===== config.mk =====
export PLATFORM = sky130hd
export DESIGN_NAME = ivcf_addr
export DESIGN_NICKNAME = d
export VERILOG_FILES = /design/src/ivcf_pkg.sv /design/src/ivcf_addr.sv
export SDC_FILE = /design/constraint.sdc
export NUM_CORES = 1
export LEC_CHECK = 0
export BUFFER_PORTS_ARGS = -buffer_cell sky130_fd_sc_hd__buf_2
export CORE_AREA = 2 2 39 41
export DETAILED_ROUTE_END_ITERATION = 7
export DIE_AREA = 0 0 41 43
export PLACE_DENSITY = 0.78
export SLEW_MARGIN = 20
export SYNTH_ARGS = -nofsm -noshare
export SYNTH_HDL_FRONTEND = slang
export SYNTH_SLANG_ARGS = --single-unit

===== constraint.sdc =====
create_clock -name vclk -period 1
set_input_delay 0.05 -clock vclk [all_inputs]
set_output_delay 0.05 -clock vclk [all_outputs]
set_load 0.02 [all_outputs]

===== src/ivcf_pkg.sv =====
// Package for the interleaved video cell fetch.
// Field widths, layout constants, register codes and shared types.
// No dependencies.
package ivcf_pkg;

   localparam int ADDR_W = 16;
   localparam int BYTE_W = 8;
   localparam int COLUMN_W = 6;
   localparam int LINE_W = 8;
   localparam int CSR_INDEX_W = 2;
   localparam int CSR_DATA_W = 8;
   localparam int PIXELS = 8;

   localparam int DEF_BYTE_COLUMNS = 40;
   localparam int DEF_SCAN_LINES = 256;

   localparam logic MODE_WRITE = 1'b0;
   localparam logic MODE_RENDER = 1'b1;

   localparam logic [CSR_INDEX_W-1:0] CSR_EXTENDED_LAYOUT = 2'd0;
   localparam logic [CSR_INDEX_W-1:0] CSR_DISPLAY_PLANE = 2'd1;
   localparam logic [CSR_INDEX_W-1:0] CSR_BACKGROUND_OFFSET = 2'd2;

   localparam logic [BYTE_W-1:0] BG_OFFSET_RESET = 8'd16;

   localparam logic [ADDR_W-1:0] LEFT_COLOUR_BASE = 16'h2800;
   localparam logic [ADDR_W-1:0] RIGHT_PIXEL_BASE = 16'h2000;
   localparam logic [ADDR_W-1:0] RIGHT_COLOUR_OFFSET = 16'h0800;
   localparam logic [ADDR_W-1:0] BANK_SIZE = 16'd16384;

   localparam logic [BYTE_W-1:0] BG_MASK = 8'h07;
   localparam logic [BYTE_W-1:0] BLINK_MASK = 8'h80;
   localparam logic [BYTE_W-1:0] FG_MASK = 8'h0F;
   localparam logic [BYTE_W-1:0] COLUMN_MASK = 8'h3F;

   typedef logic [ADDR_W-1:0] addr_type;
   typedef logic [BYTE_W-1:0] byte_type;
   typedef byte_type [PIXELS-1:0] pixel_row_type;

   typedef struct packed {
      addr_type pixel;
      addr_type colour;
   } fetch_addr_type;

endpackage


===== src/ivcf_addr.sv =====
// Address former: pixel and colour byte addresses for one cell.
// Standard interleaved layout or dual-plane column layout. Depends on ivcf_pkg.
module ivcf_addr (
   input  logic                         extended_layout,
   input  logic                         display_plane,
   input  logic [ivcf_pkg::COLUMN_W-1:0] column,
   input  logic [ivcf_pkg::LINE_W-1:0]   scan_line,
   output ivcf_pkg::fetch_addr_type      addr
);
   import ivcf_pkg::*;

   logic [COLUMN_W-1:0] c;
   logic [LINE_W-1:0] y;

   assign c = column;
   assign y = scan_line;

   always_comb begin
      if (extended_layout) begin
         addr.pixel = {display_plane, 1'b0, c, y};
         addr.colour = addr.pixel + BANK_SIZE;
      end else if (!c[5]) begin
         addr.pixel = {3'b000, y[7:4], y[1:0], y[3:2], c[4:0]};
         addr.colour = LEFT_COLOUR_BASE + {5'b00000, y[7:2], c[4:0]};
      end else begin
         addr.pixel = RIGHT_PIXEL_BASE + {5'b00000, y[7:6], y[1:0], y[3:2], y[5:4], c[2:0]};
         addr.colour = LEFT_COLOUR_BASE + RIGHT_COLOUR_OFFSET
                     + {7'b0000000, y[7:6], y[3:2], y[5:4], c[2:0]};
      end
   end
endmodule


### Yosys cells after proc, flatten, opt, wreduce, memory -nomap -nowiden

Cells that the tools add are included.

| storage, ports and cells | value |
|---|---|
| logic and storage cells | 6 |
| input bits | 16 |
| output and inout port bits | 32 |
| register bits after elaboration | 0 |

| cells by class | value |
|---|---|
| mux-type cells | 2 |
| $add $sub $neg | 4 |

Operators by type and width:

| kind | count |
|---|---|
| 32-bit two-way mux | 1 |
| 31-bit two-way mux | 1 |
| 14-bit by 11-bit adder with 15-bit output, first input constant | 2 |
| 16-bit by 15-bit adder with 16-bit output, second input constant | 1 |
| 14-bit by 9-bit adder with 15-bit output, first input constant | 1 |

### Longest topological paths before layout

| logic depth | value |
|---|---|
| depth in word-level cells | 3 |
| gate-level depth with buffers | 5 |
| depth with buffers taken out | 2 |

### Worst setup path before layout

No wires, ideal clock.

| timing path | value |
|---|---|
| kind | in2out |
| start point | input extended_layout |
| end point | output addr[16] in the netlist's numbering |
| stages | 4 |
| setup slack | -159 ps |
| buffers on the path | 3 |
| data required time | 950 ps |
| data arrival time | 1109 ps |
| path through | buf_6 -> buf_8 -> o21ai_0 -> buf_4 |

RTL lines:

| element | RTL line | text |
|---|---|---|
| from (decl) | ivcf_addr.sv:4 | `input logic extended_layout,` |
| to (decl) | ivcf_addr.sv:8 | `output ivcf_pkg::fetch_addr_type addr` |

==> results.json <==
{
  "n_antenna_cell": 0,
  "critPathRequiredTime_ns": 0.95,
  "hp-start": "column[5]",
  "clkbuf_count": 0,
  "grt_max_degree": 23,
  "yosys.cell_types.count": 15,
  "rsz0062_at_grt": "no",
  "fp.dieW_um": 41,
  "syn-num-nets": 67,
  "antenna_found_initial": 0,
  "drtIter0Drc": 3,
  "die_y_um": 43,
  "slowest_stage": "buf_2",
  "max_stage_delay_ns": 0.20,
  "grt_overflow": 0,
  "gp_congestion": 0.748,
  "firstDrtPassIters": 4,
  "critPathLaunchType": "input pin",
  "critPathCaptureType": "output port",
  "routed_wirelength_mm": 1.01,
  "max_freq_mhz": 1130,
  "nets": 104,
  "syn_area_um2": 388,
  "synth.largest_area_cell": "buf_4",
  "critPathLaunch": "extended_layout",
  "numSequentialCells": 0,
  "seq_area_frac_synth_pct": 0,
  "io_pins": 48,
  "drc": 0,
  "drive_gt1_share_pct": 65.1,
  "syn_area_per_cell_um2": 7.61,
  "postCtsSetupBuffers": 0,
  "fin_crit_ns": 0.886,
  "grt_pass1_vias": 364,
  "fin_tns_setup_ns": 0,
  "synth_common_cells": "12 x buf_4, 8 x mux2i_1, 5 x mux2_2, 5 x nand2_1",
  "cp_max_fo": 22,
  "grt_pass1_wl_mm": 1.42,
  "rows": 14,
  "vias": 451,
  "cts_resized": 0,
  "via_per_inst": 4.42,
  "wire_per_inst_um": 9.91,
  "synth_top_area_share_pct": 23.2,
  "setup_violations": 0,
  "dieArea_mm2": 0.00176,
  "final_core_util_pct": 39.8,
  "fillers": 162,
  "ff_latch_area_um2": 0,
  "yosys_warnings": 0,
  "min_path_type": "input pin to output port",
  "leakage_uw": 0.000347,
  "ir_drop_v": 0.000269,
  "ctsHoldBuffers": 0,
  "timing.hold.ws_ns": 0.434,
  "slew_viol_final": 0,
  "syn_inst": 51,
  "max_cap_viol_count": 0,
  "grt_usage_pct": 10.6,
  "power_per_cell_area_mw_per_mm2": 694,
  "crit_path_frequent_cell": "buf_2",
  "yosys-top-cells-area": "buf_4 23%, mux2i_1 21%, mux2_2 15%",
  "place_hpwl_um": 863,
  "synth_most_common_cell": "buf_4",
  "path_cells": "buf_2 > buf_12 > buf_4 > o21ai_1 > buf_2",
  "ant_nets": 0,
  "initial_core_util_pct": 28.0,
  "coreArea_mm2": 0.00138,
  "worst_ep_arrival_time_ns": 0.84,
  "crit_end": "addr[18]",
  "syn_to_final_growth_pct": 41.9,
  "status": "complete, no violations",
  "io_buffers": 47,
  "hold_viol_final": 0,
  "crit_type": "input pin to output port",
  "min_period_over_period_pct": 88.6
}
[area by class of cell]
| cell class | instances | area [um^2] | area share (%) |
|---|---|---|---|
| well taps | 16 | 20.0 | 3.64 |
| inverters | 4 | 15.0 | 2.73 |
| repair buffers | 50 | 270 | 49.1 |
| multi-input cells | 32 | 245 | 44.5 |
[cells by family (layout without fill, tap and decap cells)]
logic type | after synthesis | count (layout) | synth area share, %
buffers and inverters | 19 | 54 | 36.8
multiplexers | 13 | 13 | 35.2
other | 1 | 1 | 0.967
AO/OA/AOI/OAI | 10 | 10 | 17.4
AND/OR/NAND/NOR | 8 | 8 | 9.68
[layer usage]
layer / vias up / GRT usage [%] / wire length (um)
met5: - / 0 / 0
met2: 26 / 20.9 / 520
met4: 0 / 0.667 / 0
met1: 193 / 12.0 / 395
met3: 0 / 0 / 95
li1: 232 / - / -
[stage by stage]
stage / setup WS (ns) / total power, uW / cells / area [um^2]
final: 0.114 / 382 / 102 / 551
after global routing: 0.0903 / 410 / 102 / 551
after CTS: 0.127 / 386 / 102 / 551
after detailed placement: 0.126 / 385 / 102 / 551
after global placement: 0.136 / 381 / 102 / 551
after floorplan: 0.0256 / 292 / 51 / 388
[worst min-delay path by stage]
stage	to	slack, ns	cells past startpoint
final	addr[29]	0.43	2
after global placement	addr[29]	0.43	2
after detailed placement	addr[29]	0.43	2
after CTS	addr[29]	0.43	2
after floorplan	addr[14]	0.21	1
after global routing	addr[29]	0.44	2
[critical path: cells and delay by family]
family | cells | cell delay (ns)
buffers and inverters | 4 | 0.61
AOI/OAI and AO/OA | 1 | 0.17
[power by group]
part | total (uW) | leakage, uW | switching, uW | internal, uW
logic | 382 | 0.000347 | 233 | 149
registers | 0 | 0 | 0 | 0
clock network | 0 | 0 | 0 | 0
[cells in the final DEF (no fill, tap or decap)]
master | synthesis | routed
buf_2 | 0 | 47
mux2i_1 | 8 | 8
mux2_2 | 5 | 5
nand2_1 | 5 | 5
o21ai_1 | 4 | 5
a22o_1 | 4 | 4
inv_1 | 4 | 4
buf_4 | 12 | 2
nor2_2 | 1 | 1
and2_1 | 1 | 1
nand2b_1 | 1 | 1
a21o_1 | 1 | 1
conb_1 | 1 | 1
buf_12 | 0 | 1
No activity file was read; power rests on OpenSTA's default activity.
