$ cat config.mk
export PLATFORM = sky130hd
export DESIGN_NAME = ivcf_expand
export DESIGN_NICKNAME = d
export VERILOG_FILES = /design/src/ivcf_pkg.sv /design/src/ivcf_expand.sv
export SDC_FILE = /design/constraint.sdc
export NUM_CORES = 1
export LEC_CHECK = 0
export ABC_CLOCK_PERIOD_IN_PS = 1500
export CORE_MARGIN = 5
export CORE_UTILIZATION = 60
export DETAILED_ROUTE_END_ITERATION = 10
export DONT_BUFFER_PORTS = 1
export PLACE_DENSITY = 0.81
export SLEW_MARGIN = 5
export SYNTH_ARGS = -nofsm -noshare
export SYNTH_HDL_FRONTEND = slang
export SYNTH_SLANG_ARGS = --single-unit
$ cat constraint.sdc
create_clock -name vclk -period 1.5
set_clock_uncertainty 0.1 [all_clocks]
set_input_delay 0 -clock vclk [all_inputs]
set_output_delay 0 -clock vclk [all_outputs]
set_load 0.02 [all_outputs]
$ cat src/ivcf_pkg.sv
// Package for the interleaved video cell fetch.
// Field widths, layout constants, register codes and shared types.
// No dependencies.
package ivcf_pkg;

   localparam int ADDR_W = 16;
   localparam int BYTE_W = 8;
   localparam int COLUMN_W = 6;
   localparam int LINE_W = 8;
   localparam int CSR_INDEX_W = 2;
   localparam int CSR_DATA_W = 8;
   localparam int PIXELS = 8;

   localparam int DEF_BYTE_COLUMNS = 40;
   localparam int DEF_SCAN_LINES = 256;

   localparam logic MODE_WRITE = 1'b0;
   localparam logic MODE_RENDER = 1'b1;

   localparam logic [CSR_INDEX_W-1:0] CSR_EXTENDED_LAYOUT = 2'd0;
   localparam logic [CSR_INDEX_W-1:0] CSR_DISPLAY_PLANE = 2'd1;
   localparam logic [CSR_INDEX_W-1:0] CSR_BACKGROUND_OFFSET = 2'd2;

   localparam logic [BYTE_W-1:0] BG_OFFSET_RESET = 8'd16;

   localparam logic [ADDR_W-1:0] LEFT_COLOUR_BASE = 16'h2800;
   localparam logic [ADDR_W-1:0] RIGHT_PIXEL_BASE = 16'h2000;
   localparam logic [ADDR_W-1:0] RIGHT_COLOUR_OFFSET = 16'h0800;
   localparam logic [ADDR_W-1:0] BANK_SIZE = 16'd16384;

   localparam logic [BYTE_W-1:0] BG_MASK = 8'h07;
   localparam logic [BYTE_W-1:0] BLINK_MASK = 8'h80;
   localparam logic [BYTE_W-1:0] FG_MASK = 8'h0F;
   localparam logic [BYTE_W-1:0] COLUMN_MASK = 8'h3F;

   typedef logic [ADDR_W-1:0] addr_type;
   typedef logic [BYTE_W-1:0] byte_type;
   typedef byte_type [PIXELS-1:0] pixel_row_type;

   typedef struct packed {
      addr_type pixel;
      addr_type colour;
   } fetch_addr_type;

endpackage

$ cat src/ivcf_expand.sv
// Cell expander: pixel byte and attribute byte to eight palette indices.
// Depends on ivcf_pkg.
module ivcf_expand (
   input  ivcf_pkg::byte_type      pixel_byte,
   input  ivcf_pkg::byte_type      colour_byte,
   input  logic                    blink_active,
   input  ivcf_pkg::byte_type      background_offset,
   output ivcf_pkg::pixel_row_type pixels
);
   import ivcf_pkg::*;

   byte_type bg;
   byte_type fg;

   assign bg = (colour_byte & BG_MASK) + background_offset;

   always_comb begin
      if (blink_active && ((colour_byte & BLINK_MASK) != '0)) begin
         fg = bg;
      end else begin
         fg = (colour_byte >> 3) & FG_MASK;
      end
   end

   always_comb begin
      for (int k = 0; k < PIXELS; k++) begin
         pixels[k] = pixel_byte[PIXELS-1-k] ? fg : bg;
      end
   end
endmodule

==> flow_summary_export.csv, run 1 <==
group,metric,value,unit
synth,syn_nets,188,
synth,ys_seq_area_share,0,%
run_status,error,"[ERROR DPL-0038] Utilization greater than 100%, impossible to legalize",
placed_design,place.gp.congestion,0.8871,
placed_design,numPortBuffers,0,
floorplan,core.rowCount,13,
run_status,failed_stage,"clock tree synthesis",
synth,avgSynthCellArea,4.989,µm²
cts,cts_hold_buffers,0,
synth,syn_area,793.3,µm²
cts,ctsResizeCount,18,
placed_design,pre_cts_slack,-0.2105,ns
run_status,status,"stopped before the end",
synth,synthCells,159,
floorplan,die_h,46.36,µm
cts,cts_setup_buffers,5,
placed_design,post-place-cells,218,
synth,yosysWarnings,0,
floorplan,start_util,62.52,%
floorplan,die_w,46.36,µm
floorplan,pin_count,89,
synth,ys_types,21,
placed_design,hpwl,3.390,mm
-- synth_stat cells --
| cell type | n | share of area [%] |
|---|---|---|
| o21ai_0 | 16 | 10 |
| clkbuf_2 | 1 | 0.63 |
| buf_1 | 3 | 1.4 |
| xnor2_2 | 3 | 6.2 |
| a21oi_1 | 10 | 6.3 |
| xor2_1 | 2 | 2.2 |
| ha_1 | 3 | 4.7 |
| xor2_2 | 1 | 2.1 |
| and2_1 | 8 | 6.3 |
| nand4_1 | 1 | 0.79 |
| buf_2 | 4 | 2.5 |
| o2111ai_2 | 1 | 1.9 |
| nor2b_4 | 1 | 1.7 |
| inv_1 | 3 | 1.4 |
| fa_1 | 1 | 2.5 |
| nor2_1 | 40 | 19 |
| nand3_1 | 1 | 0.63 |
| nand2_1 | 51 | 24 |
| a21oi_2 | 1 | 1.1 |
| o21ai_2 | 1 | 1.1 |
| clkbuf_1 | 7 | 3.3 |
-- metrics by stage --
stage | cell area [µm²] | TNS [ns]
after detailed placement | 1192 | -3.255
after global placement | 1192 | -0.9732
after floorplan | 793.3 | -0.1107
-- cells by family after synthesis --
family,synth area share (%)
and+or+nand+nor,52.52
AOI/OAI and AO/OA,20.51
buffers and inverters,9.306
xor gates and xnor gates,10.41
adders and majority gates,7.256
==> run 2: changes to the inputs <==
- CORE_AREA: not set -> 5 5 66 68
- CORE_MARGIN: 5 -> not set
- CORE_UTILIZATION: 60 -> not set
- DIE_AREA: not set -> 0 0 71 73
- PLACE_DENSITY: 0.81 -> not set
- PLACE_DENSITY_LB_ADDON: not set -> 0.15
==> flow_summary_export.csv, run 2 <==
group,metric,value,unit
setup_path,end_kind,"output port",
synth,ys_types,21,
sta,slew_headroom,72.81,%
detailed_routing,wire_per_inst,14.14,µm
placed_design,hpwl,3.012,mm
placed_design,place.gp.congestion,0.7917,
final_layout,final_cell_mix,"buf_4, nand2_1, nor2_1",
pwr,power_frac_seq,0,%
pwr,pwr-share-clk,0,%
floorplan,die_h,73,µm
global_routing,grt_pass1_wl,5.499,mm
floorplan,core.rowCount,23,
pwr,leakage,0.6709,nW
global_routing,grt_usage,12.49,%
sta,tns,0,ns
final_layout,utilization,36.26,%
synth,syn_area,793.3,µm²
pwr,internal-power,351.1,µW
final_layout,nFlopsAndLatches,0,
setup_path,startpoint_type,"input port",
final_layout,clock_buffers,0,
synth,synth_top_area_share,24.13,%
pwr,combPwrFrac,100.0,%
pwr,p_sw_share,60.71,%
final_layout,seq_area,0,µm²
floorplan,start_util,20.88,%
min_path,hold_start,"colour_byte[3]",
setup_path,crit_chain,"ha_4 > inv_2 > fa_2 > nor2b_4 > buf_6 > o21ai_4 > xor2_4 > nor2_1 > buf_4",
sta,fmax,675.7,MHz
synth,avgSynthCellArea,4.989,µm²
floorplan,core-area,3799,µm²
run_status,status,"completed",
pwr,switchingPower,542.4,µW
detailed_routing,drtIter0Drc,38,
final_layout,n_antenna_cell,0,
final_layout,area_growth,73.66,%
detailed_routing,antenna_left,0,
global_routing,gr-total-overflow,0,
floorplan,pin_count,89,
detailed_routing,wirelength,3.605,mm
synth,yosys-top-cells-area,"nand2_1, nor2_1, o21ai_0",
final_layout,fillers,436,
detailed_routing,firstDrtPassIters,4,
sta,rsz0062_at_grt,"true",
detailed_routing,via_count,1159,
pwr,ir_worst_vdd,0.1483,mV
detailed_routing,via_per_inst,4.545,
setup_path,slowest_stage,"fa_2",
sta,period_share,98.67,%
flow_run,cap_violations,0,
setup_path,max_stage_delay,0.35,ns
synth,yosysWarnings,0,
setup_path,crit_end,"pixels[44]",
setup_path,critPathRequiredTime,1.40,ns
sta,worst_pin_slew,0.4069,ns
global_routing,antenna_found_initial,0,
final_layout,drive_gt1_share,38.54,%
global_routing,grt_pass1_vias,1141,
setup_path,crit_start,"background_offset[0]",
placed_design,numPortBuffers,0,
synth,synth_top_cell_by_area,"nand2_1",
min_path,hold_path.class,"input port to output port",
sta,final-hold-violation-count,0,
synth,syn_nets,188,
sta,finalSetupViolCount,0,
floorplan,design.die.area,5183,µm²
sta,fin_crit,1.480,ns
setup_path,critPathMaxFanout,8,
sta,holdWs,0.06964,ns
synth,synth_common_cells,"nand2_1, nor2_1, o21ai_0, a21oi_1, and2_1",
synth,synthCells,159,
setup_path,cp.arrival,1.38,ns
synth,ys_seq_area_share,0,%
floorplan,die_w,71,µm
global_routing,grt_start_max_net_pins,17,
setup_path,critPathKind,"input port to output port",
final_layout,fin_nets,236,
detailed_routing,drcViolationCount,0,
synth,synth_most_common_cell,"nand2_1",
pwr,power.density,648.6,nW/µm²
sta,final_max_slew_viol_count,0,
final_layout,mostFrequentLayoutCell,"buf_4",
run 2: what timing repair did:
action	CTS	global route
pin swaps	12	11
buffers inserted	3	0
hold buffers	0	0
endpoints found under the setup margin	33	39
resized for setup	11	10
run 2: cell families after synthesis:
family / Yosys count / synth area share, %
AO/OA/AOI/OAI: 29 / 20.51
XOR/XNOR: 6 / 10.41
AND/OR/NAND/NOR: 102 / 52.52
buffers and inverters: 18 / 9.306
adder cells (fa/ha/maj): 4 / 7.256
run 2: cell type report:
type,instances,area (µm²),area share (%)
Inverter,3,11.26,0.8174
Multi-Input combinational cell,141,838.3,60.85
Tap cell,50,62.56,4.541
Timing Repair Buffer,61,465.4,33.79
run 2: critical path: cells and delay by family:
kind | cells | cell delay [ns]
simple gates | 2 | 0.23
fa+ha+maj | 2 | 0.47
buf+inv | 3 | 0.32
xor+xnor | 1 | 0.29
compound gates | 1 | 0.06
run 2: how the worst min path moves through the flow:
stage | end | slack, ns | depth (start not counted)
floorplan | pixels[17] | 0.12 | 2
global placement | pixels[16] | 0.08 | 2
detailed placement | pixels[8] | 0.07 | 2
CTS | pixels[8] | 0.07 | 2
global route | pixels[56] | 0.08 | 2
finish | pixels[8] | 0.07 | 2
run 2: power groups by stage:
stage,sequential [mW],clock (mW),combinational (mW)
global route,0,0,0.955
global placement,0,0,0.836
finish,0,0,0.894
detailed placement,0,0,0.843
CTS,0,0,0.878
floorplan,0,0,0.526
run 2: routing by layer:
metal,up-vias,global-route usage (%),share of wire [%]
li1,588,-,-
met1,515,13.32,35
met2,52,24.92,54
met3,4,2.893,9.4
met4,0,2.296,1.5
met5,-,0,0
run 2: through the flow:
step           instance area [µm²]  setup WS [ns]  total power [mW]  instances
2_1_floorplan                793.3       -0.01552            0.5257        159
4_1_cts                       1330       -0.02097            0.8784        255
3_5_place_dp                  1229        -0.2781            0.8426        252
5_1_grt                       1378       -0.05821            0.9550        255
6_report                      1378        0.02000            0.8935        255
3_3_place_gp                  1229        -0.2255            0.8357        252
No activity file was read; power rests on OpenSTA's default activity.
==> run 3: changes to the inputs <==
- SETUP_SLACK_MARGIN: not set -> 0.02
==> flow_summary_export.csv, run 3 (synthesized netlist as in run 2, its figures left out) <==
group,metric,value,unit
run_status,status,"complete, but fails checks",
run_status,violations,"negative setup slack",
detailed_routing,via_per_inst,4.707,
setup_path,critPathKind,"input port to output port",
final_layout,n_antenna_cell,0,
setup_path,crit_chain,"ha_4 > inv_2 > fa_2 > nor2b_4 > buf_6 > o21ai_4 > xor2_2 > buf_6 > nor2_2 > buf_6",
final_layout,area_growth,81.70,%
floorplan,die_h,73,µm
global_routing,grt_usage,13.66,%
placed_design,hpwl,3.205,mm
sta,fin_crit,1.528,ns
final_layout,fin_nets,240,
pwr,leakage,0.6974,nW
setup_path,critPathMostFrequentCell,"buf_6",
global_routing,grt_pass1_vias,1082,
detailed_routing,dr_wl_met3,311,µm
pwr,p_sw_share,59.64,%
final_layout,clock_buffers,0,
floorplan,pin_count,89,
sta,slew_headroom,66.04,%
placed_design,numPortBuffers,0,
pwr,switchingPower,566.9,µW
pwr,ir_worst_vdd,0.1669,mV
detailed_routing,wirelength,3.974,mm
global_routing,grt_start_max_net_pins,17,
floorplan,die_w,71,µm
detailed_routing,drcViolationCount,0,
floorplan,core-area,3799,µm²
setup_path,startpoint_type,"input port",
detailed_routing,via_count,1219,
final_layout,drive_gt1_share,41.15,%
final_layout,nFlopsAndLatches,0,
pwr,internal-power,383.6,µW
placed_design,place.gp.congestion,0.7649,
sta,worst_pin_slew,0.5094,ns
flow_run,cap_violations,0,
detailed_routing,route.met2.wl,2.214,mm
pwr,combPwrFrac,100.0,%
setup_path,end_kind,"output port",
detailed_routing,m1WireLength,1.440,mm
final_layout,final_cell_mix,"buf_4, nand2_1, nor2_1",
pwr,power.density,659.5,nW/µm²
sta,holdWs,0.07182,ns
detailed_routing,top_layer,"met4",
sta,finalSetupViolCount,6,
global_routing,gr-total-overflow,0,
min_path,hold_path.class,"input port to output port",
global_routing,antenna_found_initial,0,
setup_path,max_stage_delay,0.38,ns
detailed_routing,antenna_left,0,
final_layout,fillers,438,
sta,final_max_slew_viol_count,0,
sta,fin_ws,-0.02824,ns
sta,fmax,654.3,MHz
setup_path,critPathRequiredTime,1.40,ns
global_routing,grt_pass1_wl,5.747,mm
floorplan,core.rowCount,23,
final_layout,mostFrequentLayoutCell,"buf_4",
cts,cts_hold_buffers,0,
sta,period_share,101.9,%
floorplan,design.die.area,5183,µm²
setup_path,critPathMaxFanout,6,
sta,rsz0062_at_grt,"true",
setup_path,slowest_stage,"fa_2",
pwr,power_frac_seq,0,%
pwr,finalPower,950.5,µW
pwr,pwr-share-clk,0,%
setup_path,cp.arrival,1.43,ns
sta,final-hold-violation-count,0,
detailed_routing,wire_per_inst,15.34,µm
final_layout,seq_area,0,µm²
detailed_routing,drtIter0Drc,58,
floorplan,start_util,20.88,%
placed_design,pre_cts_slack,-0.1754,ns
detailed_routing,firstDrtPassIters,6,
## run 3: cell count changes in the layout (fill, tap and decap cells not counted), moves of 2 or more
cell and delta:
a21oi_1 +2, buf_4 -3, buf_6 +7, nor2_1 -6, nor2_4 +5, o21ai_0 -6
o21ai_1 +6
## run 3: final cells by class
class / count / area (µm²) / share of cell area, %
Multi-Input combinational cell: 141 / 845.8 / 58.68
Timing Repair Buffer: 65 / 521.8 / 36.20
Tap cell: 50 / 62.56 / 4.340
Inverter: 3 / 11.26 / 0.7813
## run 3: stage by stage
step	cells	cell area, µm²	utilization [%]	TNS, ns
2_1_floorplan	159	793.3	-	-0.1107
3_3_place_gp	258	1274	33.53	-1.934
3_5_place_dp	258	1274	33.53	-2.564
4_1_cts	259	1376	36.23	-0.1367
5_1_grt	259	1441	37.94	-1.147
6_report	259	1441	37.94	-0.08367
## run 3: power groups by stage
stage	logic [mW]	clock network [mW]	registers [mW]
2_1_floorplan	0.530	0	0
3_3_place_gp	0.873	0	0
3_5_place_dp	0.881	0	0
4_1_cts	0.923	0	0
5_1_grt	1.01	0	0
6_report	0.951	0	0
## run 3: metal layers
| layer | vias to the layer above | track usage, % |
|---|---|---|
| met3 | 4 | 2.755 |
| met1 | 551 | 15.37 |
| met4 | 0 | 0 |
| met2 | 60 | 27.81 |
| li1 | 604 | - |
| met5 | - | 0 |
## run 3: final timing paths
path                              from         end  slack [ns]  depth (start not counted)
hold / removal          colour_byte[3]  pixels[48]        0.07                          2
setup / recovery  background_offset[0]  pixels[60]       -0.03                         10
## run 3: repair_timing
| action | CTS | global route |
|---|---|---|
| pin swaps | 13 | 5 |
| gates resized for setup | 18 | 14 |
| endpoints found under the setup margin | 24 | 18 |
| buffers inserted | 2 | 0 |
## run 3: worst max-delay path: cells and delay by family
kind,cells,cell delay (ns)
compound gates,1,0.05
xor+xnor,1,0.15
fa+ha+maj,2,0.49
buf+inv,4,0.44
simple gates,2,0.29
